--- src/rtl/core/sbec_pkg.sv ---
`timescale 1ns / 1ps
// sbec_pkg: shared types, constants and helpers of the separable blur block.
// No dependencies; the files that use it refer to it by scoped names.
package sbec_pkg;

   localparam int PIX_W      = 16;
   localparam int COEF_W     = 16;
   localparam int HSUM_W     = 24;
   localparam int CFG_DIM_W  = 11;
   localparam int TAP_CNT_W  = 3;
   localparam int TAPS_TOP   = 5;
   localparam int CMD_COL_W  = 12;
   localparam int CMD_LINE_W = 3;
   localparam int ADDR_W     = 5;
   localparam int DATA_W     = 32;
   localparam int ACC_W      = 44;
   localparam int PROD_W     = 40;
   localparam int QUEUE_DEPTH = 2;
   localparam int QPTR_W     = $clog2(QUEUE_DEPTH);
   localparam int QCNT_W     = $clog2(QUEUE_DEPTH + 1);

   localparam logic KIND_PIXEL = 1'b0;
   localparam logic KIND_FLUSH = 1'b1;

   localparam logic [2:0] REG_FRAME_WIDTH  = 3'd0;
   localparam logic [2:0] REG_FRAME_HEIGHT = 3'd1;
   localparam logic [2:0] REG_TAP_COUNT    = 3'd2;
   localparam logic [2:0] REG_COEF_ZERO    = 3'd3;
   localparam logic [2:0] REG_COEF_ONE     = 3'd4;
   localparam logic [2:0] REG_COEF_TWO     = 3'd5;
   localparam logic [2:0] REG_COEF_THREE   = 3'd6;
   localparam logic [2:0] REG_COEF_FOUR    = 3'd7;

   typedef struct packed {
      logic             kind;
      logic [PIX_W-1:0] pixel_value;
   } req_type;

   typedef struct packed {
      logic [PIX_W-1:0] blurred_value;
      logic             saturated;
      logic             frame_end;
   } rsp_type;

   typedef struct packed {
      logic [CFG_DIM_W-1:0]               frame_width;
      logic [CFG_DIM_W-1:0]               frame_height;
      logic [TAP_CNT_W-1:0]               tap_count;
      logic [TAPS_TOP-1:0][COEF_W-1:0]    coef;
   } cfg_type;

   // one unit of work handed from the front to the back
   typedef struct packed {
      logic [1:0]                         h_count;
      logic [CMD_COL_W-1:0]               h_lo;
      logic [CMD_COL_W-1:0]               h_newest;
      logic [CMD_LINE_W-1:0]              h_line;
      logic [TAPS_TOP-1:0][PIX_W-1:0]     window;
      logic                               do_v;
      logic [CMD_COL_W-1:0]               v_col;
      logic [TAPS_TOP-1:0][CMD_LINE_W-1:0] v_line;
      logic                               last;
   } cmd_type;

   function automatic logic [TAP_CNT_W-1:0] clamp_taps(input logic [TAP_CNT_W-1:0] tc,
                                                       input logic [TAP_CNT_W-1:0] tmax);
      logic [TAP_CNT_W-1:0] r;
      if (tc == '0) begin
         r = TAP_CNT_W'(1);
      end else if (tc > tmax) begin
         r = tmax;
      end else begin
         r = tc;
      end
      return r;
   endfunction

endpackage

--- src/rtl/core/sbec_queue.sv ---
`timescale 1ns / 1ps
// sbec_queue: short command queue between front and back.
// Depends on sbec_pkg (cmd_type, queue depth).
module sbec_queue (
   input  logic              clock,
   input  logic              reset,
   input  logic              push,
   input  sbec_pkg::cmd_type push_cmd,
   input  logic              pop,
   output logic              full,
   output logic              empty,
   output sbec_pkg::cmd_type head
);

   localparam int PW = sbec_pkg::QPTR_W;
   localparam int CW = sbec_pkg::QCNT_W;

   sbec_pkg::cmd_type entry_ff [sbec_pkg::QUEUE_DEPTH];
   logic [PW-1:0] wr_ptr_ff, wr_ptr_in;
   logic [PW-1:0] rd_ptr_ff, rd_ptr_in;
   logic [CW-1:0] count_ff, count_in;

   always_comb begin
      wr_ptr_in = wr_ptr_ff;
      rd_ptr_in = rd_ptr_ff;
      count_in  = count_ff;
      if (push) begin
         wr_ptr_in = (wr_ptr_ff == PW'(sbec_pkg::QUEUE_DEPTH - 1)) ? '0 : wr_ptr_ff + 1'b1;
      end
      if (pop) begin
         rd_ptr_in = (rd_ptr_ff == PW'(sbec_pkg::QUEUE_DEPTH - 1)) ? '0 : rd_ptr_ff + 1'b1;
      end
      if (push && !pop) begin
         count_in = count_ff + 1'b1;
      end else if (pop && !push) begin
         count_in = count_ff - 1'b1;
      end
   end

   always_ff @(posedge clock) begin
      if (reset) begin
         wr_ptr_ff <= '0;
         rd_ptr_ff <= '0;
         count_ff  <= '0;
      end else begin
         wr_ptr_ff <= wr_ptr_in;
         rd_ptr_ff <= rd_ptr_in;
         count_ff  <= count_in;
      end
   end

   always_ff @(posedge clock) begin
      if (push) begin
         entry_ff[wr_ptr_ff] <= push_cmd;
      end
   end

   assign full  = (count_ff == CW'(sbec_pkg::QUEUE_DEPTH));
   assign empty = (count_ff == '0);
   assign head  = entry_ff[rd_ptr_ff];

endmodule

--- config.mk ---
export PLATFORM = sky130hd
export DESIGN_NAME = sbec_queue
export DESIGN_NICKNAME = d
export VERILOG_FILES = /design/src/rtl/core/sbec_pkg.sv /design/src/rtl/core/sbec_queue.sv
export SDC_FILE = /design/constraint.sdc
export NUM_CORES = 1
export LEC_CHECK = 0
export ABC_CLOCK_PERIOD_IN_PS = 7800
export BUFFER_PORTS_ARGS = -buffer_cell sky130_fd_sc_hd__buf_2
export CORE_AREA = 5 5 118 203
export CTS_CLUSTER_DIAMETER = 50
export CTS_CLUSTER_SIZE = 20
export DETAILED_ROUTE_END_ITERATION = 8
export DIE_AREA = 0 0 123 208
export PLACE_DENSITY = 0.75
export SYNTH_ARGS = -nofsm -noshare
export SYNTH_HDL_FRONTEND = slang
export SYNTH_SLANG_ARGS = --single-unit
export TNS_END_PERCENT = 10
--- constraint.sdc ---
create_clock -name clock -period 7.8 [get_ports clock]
set_input_delay 1.17 -clock clock [delete_from_list [all_inputs] [get_ports clock]]
set_output_delay 1.17 -clock clock [all_outputs]
set_load 0.05 [all_outputs]
==> qor.txt <==
Final HPWL DP: 14.1 mm
Final Util: 56.1%
Post-synthesis mux area share: 15.2%
Post-DR vias/cell: 4.91
Min setup slack post-route: 3.60 ns
Starting density of the core: 46.3%
Status: finished clean
Place WS: 4.08 ns
Layout cell share with drive strength beyond 1: 59.8%
Pin count of the biggest net entering global routing: 75
Fmax: 0.238 GHz
Critical Path End Type: primary output
Switching Power: 0.907 mW
Yosys top cell area share: 81.2%
Switching Fraction: 27.7%
Post-route ant nets: 0
Post-Synth Adder-Cell Area: 0.123%
TritonCTS Buffers: 18
IO Pins: 282
First-pass GRT wire length: 29.2 mm
Number of fill cells: 1714
Total wire length: 20.1 mm
Prevailing post-synth register cell: edfxtp_1
CTS resizes: 0
CTS Buffer Depth: 3
Most frequent cells after synthesis: edfxtp_1, mux2_2, buf_6
Nets: 884
Core Rows: 72
Slew @ Worst Pin: 1.01 ns
Final period utilization: 53.9%
Setup-failing EPs final: 0
Critical path type: flip-flop to primary output
Power density over the cells: 265 mW/mm2
Worst Skew: 0.0253 ns
Worst Path Required: 6.63 ns
Post-synth ARST share: 0%
CTS Sinks: 281
Die height: 208 um
Post-CTS Setup Bufs: 0
Post-synthesis compound-gate area fraction: 0.0980%
Pins Over Slew Limit: 0
Total Power: 3.28 mW
CTS tree: done
Largest cells by area after synthesis: edfxtp_1, mux2_2, buf_6
Post-Syn Instances: 451
Drt wl/cell: 19.3 um
Distinct cell type count after synthesis: 16
Pleak: 4.58 nW
Cts hold-fix bufs: 0
Crit Path Max Fanout: 70
Setup TNS: 0 ns
Final Hold Fails: 0
Synth Area in Simple Gates: 0.441%
Synth Register Bits: 281
Synth Net Count: 594
Met3 Usage GRT: 2.93%
Initial antenna violation count: 2
Worst Hold Class: flip-flop to flip-flop
Number of max-cap violations: 0
Die area: 0.0256 mm2
Slew headroom: 32.5%
Post-Syn Area: 0.0102 mm2
GP Congestion: 0.749
Area added between synthesis and finish: 21.3%
H-Tree Depth: 1
CTS root buf: clkbuf_16
Largest family of logic cells by synthesized area: multiplexers
DR pass1 iterations: 4
Buffers on Ports: 281
Worst EP arrival: 3.03 ns
Met1 usage in global routing: 14.1%
Leading area contributor after synthesis: edfxtp_1
Total global routing overflow: 0
Yosys warnings: 0
Reg power frac: 54.7%
Core area: 0.0221 mm2
Worst skew pair latency: 0.49 ns
Vias: 5135
Mapped Avg Cell Area: 22.6 um2
Met2 Use GR: 30.0%
Peak VDD IR: 0.000207 V
Critical hold path startpoint: count_ff[1]
Die X: 123 um
Grt peak-use layer: met2
Clock Power Share: 27.3%
RSZ-0062 raised after global routing: no
Startpoint types: flip-flop
Logic gate share of total power: 18.0%
DR DRC count: 0
Worst-path clk slew: 0.08 ns
Number of synthesized flops with an enable pin: 276
XOR/XNOR share of the synthesized area: 0.343%
Total track usage: 15.1%
P_int: 2.37 mW
Top-count cell post-synth: edfxtp_1
Iter 0 DRT Violations: 323
Min Tclk post-route: 4.20 ns
Vias in the first global route: 5502
Reg2reg start: wr_ptr_ff
Share of the yosys chip area belonging to registers: 82.1%
registers in the layout, indices dropped and copies added, names as in the netlist, named ones only:
signal,cells
count_ff,2
entry_ff,276
rd_ptr_ff,1
wr_ptr_ff,1
logic make-up (layout without fill, tap and decap cells):
group                      count (synthesis)  after routing
adders and majority gates                  1              1
AOI/OAI and AO/OA                          2              2
muxes                                    138            138
other                                      0              2
DFF                                      281            281
xor gates and xnor gates                   4              4
and+or+nand+nor                            9              9
buffers and inverters                     16            312
per-layer routing:
metal | vias up | routed length, um
met4 | 0 | 767
met2 | 178 | 11900
met3 | 48 | 1220
met1 | 2548 | 6260
li1 | 2361 | -
met5 | - | 0
critical path, cell delays in order (launching register included):
cell and delay (ns):
dfxtp_4 0.94, buf_4 0.82, mux2_2 0.43, buf_2 0.21
placed cells by master (no fill, tap or decap):
| master | count |
|---|---|
| nor2b_4 | 1 |
| dfxtp_4 | 1 |
| and2_4 | 1 |
| edfxtp_1 | 276 |
| buf_2 | 281 |
| nor2_1 | 5 |
| ha_1 | 1 |
| o21ai_0 | 1 |
| and2b_1 | 1 |
| buf_4 | 4 |
| diode_2 | 2 |
| xnor2_1 | 2 |
| dfxtp_1 | 4 |
| mux2_2 | 138 |
| clkbuf_1 | 5 |
| inv_12 | 1 |
| or3_1 | 1 |
| clkbuf_16 | 19 |
| xor2_1 | 2 |
| clkinv_2 | 1 |
| inv_1 | 1 |
| a21oi_1 | 1 |
final timing paths:
path,endpoint,cells after the start,slack [ns]
max,head[32],3,3.60
min,count_ff[1],2,0.51
max reg2reg,entry_ff[1][130],2,5.26
min reg2reg,count_ff[1],2,0.51
metrics by stage:
| step | cell area, um2 | std cells | hold slack (ns) |
|---|---|---|---|
| after global placement | 11900 | 1017 | 0.489 |
| after CTS | 12400 | 1043 | 0.514 |
| after floorplan | 10200 | 451 | 0.462 |
| after detailed placement | 11900 | 1017 | 0.501 |
| after global routing | 12400 | 1045 | 0.544 |
| final | 12400 | 1045 | 0.510 |
final cells by class:
class	count	area (um2)	share of cell area, %
Antenna cell	2	5.00	0.0404
Inverter	1	3.75	0.0303
Timing Repair Buffer	285	1440	11.6
Sequential cell	281	8390	67.7
Clock inverter	2	21.3	0.172
Tap cell	296	370	2.99
Multi-Input combinational cell	154	1670	13.5
Clock buffer	24	494	3.99
power by group through the flow:
stage | combinational [mW] | sequential [mW] | clock [mW]
2_1_floorplan | 0.463 | 1.82 | 0
3_3_place_gp | 0.590 | 1.83 | 0
3_5_place_dp | 0.595 | 1.83 | 0
4_1_cts | 0.597 | 1.80 | 0.931
5_1_grt | 0.615 | 1.80 | 0.987
6_report | 0.589 | 1.79 | 0.896
No activity file was read; power rests on OpenSTA's default activity.
