### src/rtl/core/sbec_pkg.sv
`timescale 1ns / 1ps
// sbec_pkg: shared types, constants and helpers of the separable blur block.
// No dependencies; the files that use it refer to it by scoped names.
package sbec_pkg;

   localparam int PIX_W      = 16;
   localparam int COEF_W     = 16;
   localparam int HSUM_W     = 24;
   localparam int CFG_DIM_W  = 11;
   localparam int TAP_CNT_W  = 3;
   localparam int TAPS_TOP   = 5;
   localparam int CMD_COL_W  = 12;
   localparam int CMD_LINE_W = 3;
   localparam int ADDR_W     = 5;
   localparam int DATA_W     = 32;
   localparam int ACC_W      = 44;
   localparam int PROD_W     = 40;
   localparam int QUEUE_DEPTH = 2;
   localparam int QPTR_W     = $clog2(QUEUE_DEPTH);
   localparam int QCNT_W     = $clog2(QUEUE_DEPTH + 1);

   localparam logic KIND_PIXEL = 1'b0;
   localparam logic KIND_FLUSH = 1'b1;

   localparam logic [2:0] REG_FRAME_WIDTH  = 3'd0;
   localparam logic [2:0] REG_FRAME_HEIGHT = 3'd1;
   localparam logic [2:0] REG_TAP_COUNT    = 3'd2;
   localparam logic [2:0] REG_COEF_ZERO    = 3'd3;
   localparam logic [2:0] REG_COEF_ONE     = 3'd4;
   localparam logic [2:0] REG_COEF_TWO     = 3'd5;
   localparam logic [2:0] REG_COEF_THREE   = 3'd6;
   localparam logic [2:0] REG_COEF_FOUR    = 3'd7;

   typedef struct packed {
      logic             kind;
      logic [PIX_W-1:0] pixel_value;
   } req_type;

   typedef struct packed {
      logic [PIX_W-1:0] blurred_value;
      logic             saturated;
      logic             frame_end;
   } rsp_type;

   typedef struct packed {
      logic [CFG_DIM_W-1:0]               frame_width;
      logic [CFG_DIM_W-1:0]               frame_height;
      logic [TAP_CNT_W-1:0]               tap_count;
      logic [TAPS_TOP-1:0][COEF_W-1:0]    coef;
   } cfg_type;

   // one unit of work handed from the front to the back
   typedef struct packed {
      logic [1:0]                         h_count;
      logic [CMD_COL_W-1:0]               h_lo;
      logic [CMD_COL_W-1:0]               h_newest;
      logic [CMD_LINE_W-1:0]              h_line;
      logic [TAPS_TOP-1:0][PIX_W-1:0]     window;
      logic                               do_v;
      logic [CMD_COL_W-1:0]               v_col;
      logic [TAPS_TOP-1:0][CMD_LINE_W-1:0] v_line;
      logic                               last;
   } cmd_type;

   function automatic logic [TAP_CNT_W-1:0] clamp_taps(input logic [TAP_CNT_W-1:0] tc,
                                                       input logic [TAP_CNT_W-1:0] tmax);
      logic [TAP_CNT_W-1:0] r;
      if (tc == '0) begin
         r = TAP_CNT_W'(1);
      end else if (tc > tmax) begin
         r = tmax;
      end else begin
         r = tc;
      end
      return r;
   endfunction

endpackage

### src/rtl/core/sbec_front.sv
`timescale 1ns / 1ps
// sbec_front: accepts transactions, keeps frame counters and the pixel window,
// and issues horizontal/vertical work commands. Depends on sbec_pkg.
module sbec_front #(
   parameter int MAX_TAPS   = 5,
   parameter int MAX_WIDTH  = 1024,
   parameter int MAX_HEIGHT = 1024
) (
   input  logic              clock,
   input  logic              reset,
   input  sbec_pkg::cfg_type cfg,
   input  logic              req_valid,
   input  sbec_pkg::req_type req_data,
   output logic              req_stall,
   input  logic              q_full,
   output logic              q_push,
   output sbec_pkg::cmd_type q_cmd
);

   localparam int XW = $clog2(MAX_WIDTH);
   localparam int WW = $clog2(MAX_WIDTH + 1);
   localparam int RW = $clog2(MAX_HEIGHT + 1);
   localparam int LW = (MAX_TAPS > 1) ? $clog2(MAX_TAPS) : 1;
   localparam int PW = sbec_pkg::PIX_W;
   localparam int CC = sbec_pkg::CMD_COL_W;

   logic [XW-1:0] in_col_ff, in_col_in, out_col_ff, out_col_in;
   logic [RW-1:0] in_row_ff, in_row_in, out_row_ff, out_row_in;
   logic [LW-1:0] in_line_ff, in_line_in, out_line_ff, out_line_in;
   logic [PW-1:0] win_ff [MAX_TAPS];
   logic [PW-1:0] win_in [MAX_TAPS];

   logic [31:0]   fw32, fh32;
   logic [WW-1:0] w_eff, wm1, c_next, ox_next;
   logic [RW-1:0] h_eff, hm1, ry, hm1_oy;
   logic [RW:0]   oy_fwd, oy_next;
   logic [2:0]    taps, half, fwd;
   logic [XW-1:0] c, ox;
   logic [XW:0]   ox_fwd;
   logic          accept, abandon, take_pix, row_end, col_last, row_last, c_ge_fwd;
   logic [2:0]    vline [MAX_TAPS];

   assign fw32 = 32'(cfg.frame_width);
   assign fh32 = 32'(cfg.frame_height);
   assign w_eff = (fw32 == 32'd0) ? WW'(1) :
                  (fw32 > 32'(MAX_WIDTH)) ? WW'(MAX_WIDTH) : WW'(fw32);
   assign h_eff = (fh32 == 32'd0) ? RW'(1) :
                  (fh32 > 32'(MAX_HEIGHT)) ? RW'(MAX_HEIGHT) : RW'(fh32);
   assign taps = sbec_pkg::clamp_taps(cfg.tap_count, 3'(MAX_TAPS));
   assign half = taps >> 1;
   assign fwd  = taps - 3'd1 - half;
   assign wm1  = w_eff - WW'(1);
   assign hm1  = h_eff - RW'(1);

   assign accept    = req_valid && !q_full;
   assign req_stall = q_full;
   assign abandon   = (out_row_ff >= h_eff);
   assign take_pix  = accept && !abandon && (req_data.kind == sbec_pkg::KIND_PIXEL) &&
                      (in_row_ff < h_eff);

   // input column, clamped to the last column if the width shrank
   assign c        = (WW'(in_col_ff) < w_eff) ? in_col_ff : XW'(wm1);
   assign c_next   = WW'(c) + WW'(1);
   assign row_end  = (c_next >= w_eff);
   assign c_ge_fwd = (c >= XW'(fwd));

   assign ox       = (WW'(out_col_ff) < w_eff) ? out_col_ff : XW'(wm1);
   assign ox_next  = WW'(ox) + WW'(1);
   assign col_last = (ox_next >= w_eff);
   assign ox_fwd   = (XW+1)'(ox) + (XW+1)'(fwd);
   assign oy_fwd   = (RW+1)'(out_row_ff) + (RW+1)'(fwd);
   assign ry       = (oy_fwd > (RW+1)'(hm1)) ? hm1 : RW'(oy_fwd);
   assign oy_next  = (RW+1)'(out_row_ff) + (RW+1)'(1);
   assign row_last = (oy_next >= (RW+1)'(h_eff));
   assign hm1_oy   = hm1 - out_row_ff;

   // line store of each vertical tap: row offset clamped at both frame edges
   always_comb begin
      logic signed [4:0] dk;
      logic signed [4:0] d;
      logic signed [4:0] ls;
      logic [2:0]        mag;
      for (int k = 0; k < MAX_TAPS; k++) begin
         dk  = $signed(5'(k)) - $signed(5'(half));
         d   = dk;
         mag = 3'(-dk);
         if ((dk < 0) && (out_row_ff < RW'(mag))) begin
            d = -$signed({2'b00, out_row_ff[2:0]});
         end else if ((dk > 0) && (hm1_oy < RW'(3'(dk)))) begin
            d = $signed({2'b00, hm1_oy[2:0]});
         end
         ls = $signed(5'(out_line_ff)) + d;
         if (ls < 0) begin
            ls = ls + $signed(5'(MAX_TAPS));
         end else if (ls >= $signed(5'(MAX_TAPS))) begin
            ls = ls - $signed(5'(MAX_TAPS));
         end
         vline[k] = 3'(ls);
      end
   end

   always_comb begin
      in_col_in   = in_col_ff;
      in_row_in   = in_row_ff;
      out_col_in  = out_col_ff;
      out_row_in  = out_row_ff;
      in_line_in  = in_line_ff;
      out_line_in = out_line_ff;
      win_in      = win_ff;
      q_cmd       = '0;
      q_push      = 1'b0;
      if (accept && abandon) begin
         // height shrank below the output row: drop the frame
         in_col_in   = '0;
         in_row_in   = '0;
         out_col_in  = '0;
         out_row_in  = '0;
         in_line_in  = '0;
         out_line_in = '0;
      end else if (accept) begin
         if (take_pix) begin
            win_in[0] = req_data.pixel_value;
            for (int j = 1; j < MAX_TAPS; j++) begin
               win_in[j] = win_ff[j-1];
            end
            q_cmd.h_line   = 3'(in_line_ff);
            q_cmd.h_newest = CC'(c);
            if (row_end) begin
               q_cmd.h_count = c_ge_fwd ? 2'(fwd + 3'd1) : 2'(c + XW'(1));
               q_cmd.h_lo    = c_ge_fwd ? CC'(c - XW'(fwd)) : '0;
               in_col_in     = '0;
               in_row_in     = in_row_ff + RW'(1);
               in_line_in    = (in_line_ff == LW'(MAX_TAPS - 1)) ? '0 : in_line_ff + LW'(1);
            end else begin
               q_cmd.h_count = c_ge_fwd ? 2'd1 : 2'd0;
               q_cmd.h_lo    = CC'(c - XW'(fwd));
               in_col_in     = XW'(c_next);
            end
            for (int j = 0; j < MAX_TAPS; j++) begin
               q_cmd.window[j] = win_in[j];
            end
         end
         if ((ry < in_row_in) ||
             ((ry == in_row_in) && (ox_fwd < (XW+1)'(in_col_in)))) begin
            q_cmd.do_v  = 1'b1;
            q_cmd.v_col = CC'(ox);
            for (int k = 0; k < MAX_TAPS; k++) begin
               q_cmd.v_line[k] = vline[k];
            end
            if (col_last) begin
               out_col_in  = '0;
               out_row_in  = RW'(oy_next);
               out_line_in = (out_line_ff == LW'(MAX_TAPS - 1)) ? '0 : out_line_ff + LW'(1);
               if (row_last) begin
                  q_cmd.last  = 1'b1;
                  in_col_in   = '0;
                  in_row_in   = '0;
                  out_col_in  = '0;
                  out_row_in  = '0;
                  in_line_in  = '0;
                  out_line_in = '0;
               end
            end else begin
               out_col_in = XW'(ox_next);
            end
         end
         q_push = q_cmd.do_v || (q_cmd.h_count != 2'd0);
      end
   end

   always_ff @(posedge clock) begin
      if (reset) begin
         in_col_ff   <= '0;
         in_row_ff   <= '0;
         out_col_ff  <= '0;
         out_row_ff  <= '0;
         in_line_ff  <= '0;
         out_line_ff <= '0;
         for (int j = 0; j < MAX_TAPS; j++) begin
            win_ff[j] <= '0;
         end
      end else begin
         in_col_ff   <= in_col_in;
         in_row_ff   <= in_row_in;
         out_col_ff  <= out_col_in;
         out_row_ff  <= out_row_in;
         in_line_ff  <= in_line_in;
         out_line_ff <= out_line_in;
         win_ff      <= win_in;
      end
   end

endmodule

### config.mk
export PLATFORM = sky130hd
export DESIGN_NAME = sbec_front
export DESIGN_NICKNAME = d
export VERILOG_FILES = /design/src/rtl/core/sbec_pkg.sv /design/src/rtl/core/sbec_front.sv
export SDC_FILE = /design/constraint.sdc
export NUM_CORES = 1
export LEC_CHECK = 0
export ABC_AREA = 1
export ABC_CLOCK_PERIOD_IN_PS = 10300
export BUFFER_PORTS_ARGS = -buffer_cell sky130_fd_sc_hd__buf_4
export CAP_MARGIN = 20
export CELL_PAD_IN_SITES_DETAIL_PLACEMENT = 0
export CELL_PAD_IN_SITES_GLOBAL_PLACEMENT = 2
export CORE_ASPECT_RATIO = 0.6
export CORE_MARGIN = 4
export CORE_UTILIZATION = 30
export CTS_CLUSTER_DIAMETER = 200
export DETAILED_ROUTE_END_ITERATION = 16
export GPL_ROUTABILITY_DRIVEN = 0
export PLACE_DENSITY = 0.85
export SLEW_MARGIN = 30
export SYNTH_ARGS = -nofsm -noshare
export SYNTH_HDL_FRONTEND = slang
export SYNTH_SLANG_ARGS = --single-unit
### constraint.sdc
create_clock -name clock -period 10.3 [get_ports clock]
set_input_delay 0.515 -clock clock [delete_from_list [all_inputs] [get_ports clock]]
set_output_delay 0.515 -clock clock [all_outputs]
set_load 0.1 [all_outputs]
==> impl_metrics.py, run 1 <==
metrics = {
    "floorplan": {
        "ios": 266,
        "core-area_sq_mm": 0.0418,
        "die_w_microns": 273,
        "die_h_microns": 167,
        "die_area_sq_mm": 0.0457,
        "start_util": 0.303,
        "row_count": 58,
    },
    "sta": {
        "rsz0062_at_grt": "no",
        "worst_slew_pin_slew_ns": 0.927,
        "fmax_mhz": 108,
        "fin_tns_setup_ns": 0,
        "finalWorstSetupSlack_ns": 1.01,
        "finalCritPeriodShare": 0.902,
        "slew_viol_final": 0,
        "report.final.hold_viol_count": 0,
        "setup_violations": 0,
        "min_period_ns": 9.29,
        "finClkSkew_ns": 0.00591,
        "relSlewSlack": 0.382,
    },
    "setup_path": {
        "path_common_cell": "nand3_1",
        "worstPathMaxFanout": 26,
        "required_ns": 9.79,
        "crit_path_start_kind": "input pin",
        "critPathKind": "input pin to primary output",
        "critPathCaptureType": "primary output",
        "cp_slowest_cell": "nor2_1",
        "arrival_ns": 8.78,
        "cp_slowest_stage_delay_ns": 0.60,
    },
    "final_layout": {
        "diodes": 0,
        "nets": 2487,
        "finalNonFillerCells": 2732,
        "layout-drive-gt1-share": 0.123,
        "area_delta_synth_final_pct": 17.4,
        "fillCellCount": 4633,
    },
    "outcome": {
        "status": "completed",
    },
    "routing": {
        "ant_nets": 0,
        "dr.pass1.iters": 5,
        "vias": 13100,
        "wl_microns": 43000,
        "vias_per_cell": 4.78,
        "drtIter0Drc": 975,
        "drc_errors": 0,
        "wl_per_cell_microns": 15.7,
    },
    "grt": {
        "grt_max_degree": 91,
        "grt_antenna_before_repair": 0,
        "grt_overflow": 0,
        "grt_usage": 0.187,
        "grt_pass1_wl_microns": 68900,
        "grt_pass1_vias": 12500,
    },
    "clock_tree": {
        "htree_levels": 3,
        "hold_buffers": 0,
        "cts_buffers": 9,
        "cts-root-buf": "clkbuf_16",
        "clockBufferDepth": 2,
        "cts_sinks": 112,
        "cts_tree": "built",
        "postCtsSetupBuffers": 0,
        "cts_resized": 0,
        "path_clk_slew_ns": 0.08,
        "insertion_delay_ns": 0.38,
    },
    "power_and_ir_drop": {
        "ir_drop_mv": 0.231,
        "power.density_mw_per_mm2": 201,
        "p_leak_uw": 0.00790,
    },
    "placement": {
        "dp.cells": 2716,
        "dp_slack_ns": 1.12,
        "portBuffers": 181,
        "hpwl_microns": 35000,
    },
    "synthesis": {
        "synth_edf_count": 0,
        "yosysMostFrequentCell": "nand2_1",
        "ys_warn_count": 0,
        "synth_top_area_share": 0.193,
        "synth.avg_cell_area_sq_um": 6.33,
        "yosysSeqAreaShare": 0.177,
        "synth-seq-cells": 112,
        "yosysTopAreaCell": "ha_1",
        "synthFlopType": "dfxtp_1",
        "syn-cell-area_sq_mm": 0.0127,
        "synthTopCellsByArea": "ha_1 19%, dfxtp_1 18%, nand2_1 15%",
        "synthCells": 2001,
        "synth_cell_types": 57,
        "postSynth.asyncResetShare": 0,
        "synth_common_cells": "512 x nand2_1, 305 x inv_1, 195 x ha_1",
    },
    "min_path": {
        "min_path_type": "input pin to register",
    },
    "job": {
        "cap_violations": 0,
    },
}
metrics by stage:
step	instance area [sq um]	hold slack, ns	utilization	total power, uW
floorplan	12700	0.445	-	2110
global placement	14600	0.453	0.349	2570
detailed placement	14600	0.455	0.349	2610
CTS	14900	0.390	0.356	3000
global route	14900	0.399	0.356	3280
finish	14900	0.407	0.356	2990
sequential cells by signal (all words and copies together) (netlist names):
name	cells
in_col_ff	10
in_line_ff	3
in_row_ff	11
out_col_ff	10
out_line_ff	3
out_row_ff	11
win_ff	64
metal layers:
metal / share of wire / track usage / wire [microns] / vias to the layer above
li1: - / - / - / 6747
met1: 0.53 / 0.294 / 23000 / 6003
met2: 0.39 / 0.263 / 16800 / 283
met3: 0.061 / 0.0355 / 2610 / 30
met4: 0.013 / 0.0330 / 576 / 0
met5: 0 / 0 / 0 / -
cells in the final DEF (no fill, tap or decap), types with 6 or more instances in the layout:
master       n
nand4_1     20
ha_1       195
nand3_1    117
conb_1      15
nand2_1    511
o21ai_0     63
a31oi_1      9
nand2_4      6
inv_2        9
nor3_1      21
clkbuf_16    9
buf_4      190
nor2_2       7
a21oi_1    189
nand2_2     13
xor2_1      56
xnor2_1     17
nor4_1       6
inv_1      304
nor2_1     191
dfxtp_1    112
o21ai_1     12
fa_1         9
cells by family after synthesis:
kind of cell / Yosys count / synth area share
buf+inv: 372 / 0.116
mux: 4 / 0.00316
fa+ha+maj: 204 / 0.207
simple gates: 913 / 0.305
flops: 112 / 0.177
xor+xnor: 73 / 0.0505
compound gates: 321 / 0.141
other cells: 2 / 0.000593
area by class of cell:
cell class,instances,area [sq um],area share
flip-flops and latches,112,2240,0.151
clock buffers,9,225,0.0151
clock inverters,7,77.6,0.00522
multi-input cells,1530,9010,0.606
inverters,314,1180,0.0792
repair buffers,190,1430,0.0959
well taps,570,713,0.0479
final timing paths:
path,startpoint,endpoint,slack (ns),depth (start not counted)
setup / recovery,cfg[97],q_cmd[17],1.01,40
hold reg to reg,win_ff[16]$_SDFFE_PP0P_,win_ff[16]$_SDFFE_PP0P_,0.47,2
setup reg to reg,in_col_ff[4]$_SDFFE_PP0P_,out_col_ff[4]$_SDFFE_PP0P_,2.99,34
hold / removal,req_data[15],win_ff[79]$_SDFFE_PP0P_,0.41,3
power breakdown:
| group | total, uW | internal (uW) | switching, uW |
|---|---|---|---|
| Clock | 382 | 175 | 208 |
| Combinational | 2120 | 638 | 1480 |
| Sequential | 494 | 455 | 38.7 |
| Total | 2990 | 1270 | 1720 |
critical path: cells and delay by family:
kind | cells | cell delay [ns]
buf+inv | 6 | 1.19
compound gates | 10 | 2.08
simple gates | 20 | 3.71
fa+ha+maj | 4 | 1.26
Note: power is estimated with default switching activity, not from simulation.
==> run 2: changes to the inputs <==
CELL_PAD_IN_SITES_DETAIL_PLACEMENT = not set   (was 0)
CELL_PAD_IN_SITES_GLOBAL_PLACEMENT = not set   (was 2)
CORE_MARGIN = 8   (was 4)
CORE_UTILIZATION = 59   (was 30)
PLACE_DENSITY = 0.87   (was 0.85)
==> run 2 against run 1 <==
Net effect: clock-buffer cell count unchanged; sequential cell count unchanged; hold slack improved by 0.018 ns; largest cell class unchanged; largest power group unchanged.
==> impl_metrics.py, run 2 (synthesis gave the netlist of run 1 again) <==
metrics = {
    "final_layout": {
        "layout-drive-gt1-share": 0.122,
        "top_regs": "win_ff (64), in_row_ff (11), out_row_ff (11)",
        "largest_register_ffs": 64,
        "final_cell_mix": "511 x nand2_1, 304 x inv_1, 195 x ha_1",
        "multi_input_area_sq_mm": 0.00901,
        "fillCellCount": 1771,
        "regMostFlops": "win_ff",
        "diodes": 0,
        "postLayoutCoreUtil": 0.690,
        "layout_commonest_cell": "nand2_1",
        "nets": 2485,
        "area_delta_synth_final_pct": 14.5,
        "seq_area_sq_mm": 0.00224,
    },
    "routing": {
        "drc_errors": 0,
        "vias_per_cell": 5.73,
        "ant_nets": 0,
        "drtIter0Drc": 1641,
        "vias": 14000,
        "wl_per_cell_microns": 16.4,
        "dr.pass1.iters": 6,
        "wl_microns": 40000,
    },
    "setup_path": {
        "crit_buf_inv": 5,
        "reg2reg_setup_slack_ns": 3.11,
        "critPathCaptureType": "primary output",
        "arrival_ns": 8.62,
        "critPathKind": "input pin to primary output",
        "r2r-start": "in_col_ff[4]$_SDFFE_PP0P_",
        "cp_slowest_cell": "nor2_1",
        "required_ns": 9.79,
        "r2r-end": "out_row_ff[1]$_SDFFE_PP0P_",
        "reg2regPathDepth": 35,
        "crit_family": "simple AND/OR/NAND/NOR gates",
        "crit_path_start_kind": "input pin",
        "worst-path-stages": 39,
        "setup.worst_path.start": "cfg[97]",
        "cp_slowest_stage_delay_ns": 0.57,
        "critPathCapture": "q_cmd[8]",
        "worstPathMaxFanout": 26,
    },
    "sta": {
        "finalCritPeriodShare": 0.887,
        "finClkSkew_ns": 0.0166,
        "worst_slew_pin_slew_ns": 1.03,
        "holdWs_ns": 0.425,
        "rsz0062_at_grt": "no",
        "min_period_ns": 9.14,
        "fin_tns_setup_ns": 0,
        "report.final.hold_viol_count": 0,
        "setup_violations": 0,
        "relSlewSlack": 0.311,
        "fmax_mhz": 109,
        "slew_viol_final": 0,
    },
    "floorplan": {
        "start_util": 0.602,
        "ios": 266,
        "core-area_sq_mm": 0.0210,
        "die_area_sq_mm": 0.0266,
        "die_h_microns": 130,
        "row_count": 41,
        "die_w_microns": 205,
    },
    "grt": {
        "grt_pass1_vias": 13000,
        "grt_antenna_before_repair": 0,
        "grt_overflow": 0,
        "grt_max_degree": 89,
        "grt_pass1_wl_microns": 63300,
        "grt_usage": 0.286,
    },
    "clock_tree": {
        "postCtsSetupBuffers": 0,
        "cts_tree": "built",
        "path_clk_slew_ns": 0.10,
        "cts_sinks": 112,
        "cts-root-buf": "clkbuf_16",
        "clockBufferDepth": 2,
        "insertion_delay_ns": 0.37,
        "htree_levels": 3,
        "cts_buffers": 9,
        "cts_resized": 0,
        "hold_buffers": 0,
    },
    "min_path": {
        "min-delay-start": "req_data[5]",
        "min_path_type": "input pin to register",
        "hold_depth": 3,
    },
    "placement": {
        "hpwl_microns": 31400,
        "portBuffers": 181,
    },
    "power_and_ir_drop": {
        "p_leak_uw": 0.00790,
        "power_uw": 3020,
        "power.density_mw_per_mm2": 208,
        "ir_drop_mv": 0.402,
    },
    "job": {
        "cap_violations": 0,
    },
    "outcome": {
        "status": "completed",
    },
}
==> run 2: changes by cell type in the layout (fill, tap and decap cells not counted), sizes merged <==
cell      delta
clkinvlp     -1
inv          +1
buf          -2
==> run 2: worst reg2reg max path, delay by kind of cell (launching register included) <==
kind | cells | cell delay, ns
buffers and inverters | 4 | 0.65
AO/OA/AOI/OAI | 10 | 1.95
flip-flops | 1 | 0.44
AND/OR/NAND/NOR | 16 | 2.75
adder cells (fa/ha/maj) | 4 | 1.16
XOR/XNOR | 1 | 0.16
==> run 2: worst min-delay path by stage <==
stage / end / slack [ns]
2_1_floorplan: in_line_ff[2]$_SDFFE_PP0P_ / 0.45
3_3_place_gp: win_ff[25]$_SDFFE_PP0P_ / 0.45
3_5_place_dp: win_ff[59]$_SDFFE_PP0P_ / 0.46
4_1_cts: win_ff[71]$_SDFFE_PP0P_ / 0.42
5_1_grt: win_ff[72]$_SDFFE_PP0P_ / 0.44
6_report: win_ff[69]$_SDFFE_PP0P_ / 0.42
==> run 2: report_power, final <==
part	total (uW)	internal, uW	switching [uW]	leakage [uW]
combinational	2130	643	1490	0.00684
sequential	492	455	37.5	0.000904
clock	395	182	213	0.000156
==> run 2: cell type report <==
class / count / share of cell area
Clock buffer: 9 / 0.0155
Clock inverter: 7 / 0.00664
Inverter: 314 / 0.0812
Multi-Input combinational cell: 1530 / 0.621
Sequential cell: 112 / 0.154
Tap cell: 279 / 0.0241
Timing Repair Buffer: 188 / 0.0972
==> run 2: through the flow <==
| stage | instances | instance area (sq um) | setup WS (ns) |
|---|---|---|---|
| finish | 2439 | 14500 | 1.16 |
| detailed placement | 2423 | 14200 | 1.43 |
| floorplan | 2014 | 12700 | 1.77 |
| global route | 2439 | 14500 | 0.582 |
| CTS | 2439 | 14500 | 1.41 |
| global placement | 2423 | 14200 | 1.63 |
==> run 2: metal layers <==
metal	routed length, microns	global-route usage	vias to the layer above
li1	-	-	6741
met1	17200	0.394	6374
met2	17300	0.443	762
met3	4730	0.0685	87
met4	807	0.0762	0
met5	0	0	-
==> run 3: changes to the inputs <==
CORE_MARGIN = 1.5   (was 8)
==> run 3 against run 2 <==
Net effect: cell count hardly changed; critical path depth unchanged; die area fell by 16%; routed wire length fell by 5.6%; sequential power is essentially flat; core utilization is essentially flat; highest routed layer unchanged.
==> impl_metrics.py, run 3 (synthesis gave the netlist of run 1 again) <==
metrics = {
    "outcome": {
        "status": "completed",
    },
    "final_layout": {
        "nets": 2484,
        "layout-drive-gt1-share": 0.121,
        "multi_input_area_sq_mm": 0.00902,
        "finalInstanceArea_sq_mm": 0.0145,
        "postLayoutCoreUtil": 0.690,
        "largest_register_ffs": 64,
        "layout_commonest_cell": "nand2_1",
        "diodes": 0,
        "regMostFlops": "win_ff",
        "fillCellCount": 1825,
        "area_delta_synth_final_pct": 14.5,
        "final_cell_mix": "511 x nand2_1, 304 x inv_1, 195 x ha_1",
        "finalNonFillerCells": 2438,
        "top_regs": "win_ff (64), in_row_ff (11), out_row_ff (11)",
        "seq_area_sq_mm": 0.00224,
    },
    "sta": {
        "holdWs_ns": 0.417,
        "finalCritPeriodShare": 0.896,
        "report.final.hold_viol_count": 0,
        "slew_viol_final": 0,
        "min_period_ns": 9.23,
        "fin_tns_setup_ns": 0,
        "finClkSkew_ns": 0.0162,
        "relSlewSlack": 0.370,
        "setup_violations": 0,
        "fmax_mhz": 108,
        "worst_slew_pin_slew_ns": 0.940,
        "rsz0062_at_grt": "no",
    },
    "grt": {
        "grt_pass1_wl_microns": 59400,
        "grt_antenna_before_repair": 0,
        "grt_max_degree": 103,
        "grt_usage": 0.329,
        "grt_overflow": 0,
        "grt_pass1_vias": 12400,
    },
    "clock_tree": {
        "cts_sinks": 112,
        "cts-root-buf": "clkbuf_16",
        "cts_buffers": 9,
        "path_clk_slew_ns": 0.10,
        "clockBufferDepth": 2,
        "cts_tree": "built",
        "hold_buffers": 0,
        "htree_levels": 3,
        "insertion_delay_ns": 0.37,
        "cts_resized": 0,
        "postCtsSetupBuffers": 0,
    },
    "floorplan": {
        "ios": 266,
        "die_w_microns": 192,
        "core-area_sq_mm": 0.0210,
        "row_count": 41,
        "start_util": 0.602,
        "die_h_microns": 117,
        "die_area_sq_mm": 0.0224,
    },
    "routing": {
        "ant_nets": 0,
        "vias_per_cell": 5.67,
        "wl_microns": 37800,
        "vias": 13800,
        "dr.pass1.iters": 5,
        "drtIter0Drc": 1570,
        "wl_per_cell_microns": 15.5,
        "drc_errors": 0,
    },
    "setup_path": {
        "arrival_ns": 8.71,
        "worstPathMaxFanout": 26,
        "required_ns": 9.79,
        "cp_slowest_cell": "nor2_1",
        "critPathKind": "input pin to primary output",
        "critPathCaptureType": "primary output",
        "crit_path_start_kind": "input pin",
        "cp_slowest_stage_delay_ns": 0.55,
    },
    "power_and_ir_drop": {
        "power.density_mw_per_mm2": 205,
        "ir_drop_mv": 0.437,
        "p_leak_uw": 0.00789,
    },
    "placement": {
        "dp.cells": 2422,
        "hpwl_microns": 29200,
        "placed_cell_area_sq_mm": 0.0142,
        "portBuffers": 181,
    },
    "job": {
        "cap_violations": 0,
    },
    "min_path": {
        "min_path_type": "input pin to register",
    },
}
[run 3: cell count changes in the layout (fill, tap and decap cells not counted), sizes merged]
cell,previous run,this run
clkinv,2,5
inv,319,316
buf,188,187
[run 3: worst paths after layout]
| check | startpoint | end | slack, ns | depth (start not counted) |
|---|---|---|---|---|
| hold / removal | req_data[6] | win_ff[70]$_SDFFE_PP0P_ | 0.42 | 3 |
| setup reg to reg | in_col_ff[4]$_SDFFE_PP0P_ | out_col_ff[6]$_SDFFE_PP0P_ | 3.02 | 34 |
| hold reg to reg | win_ff[41]$_SDFFE_PP0P_ | win_ff[41]$_SDFFE_PP0P_ | 0.47 | 2 |
| setup / recovery | cfg[97] | q_cmd[17] | 1.07 | 39 |
[run 3: power breakdown]
part,total [uW],switching [uW],internal (uW)
Clock,381,202,179
Sequential,492,36.6,455
Combinational,2110,1470,639
Total,2980,1710,1270
[run 3: stage by stage]
stage	worst slack [ns]	total power, uW
6_report	1.07	2980
5_1_grt	0.539	3200
3_5_place_dp	1.42	2550
2_1_floorplan	1.77	2110
4_1_cts	1.39	2930
3_3_place_gp	1.67	2480
[run 3: layer usage]
metal,track usage,vias up,wire [microns]
met2,0.504,690,16100
li1,-,6751,-
met1,0.468,6297,16900
met4,0.0873,0,693
met5,0,-,0
met3,0.0673,74,4080
[run 3: cell type report]
cell class / count / area share
Inverter: 314 / 0.0812
Timing Repair Buffer: 187 / 0.0967
Clock buffer: 9 / 0.0155
Sequential cell: 112 / 0.154
Clock inverter: 7 / 0.00664
Tap cell: 279 / 0.0240
Multi-Input combinational cell: 1530 / 0.621
[run 3: critical path, delay by kind of cell]
kind                     cells  cell delay (ns)
adder cells (fa/ha/maj)      4             1.25
AO/OA/AOI/OAI               13             2.71
AND/OR/NAND/NOR             16             3.04
buffers and inverters        5             0.98
XOR/XNOR                     1             0.19
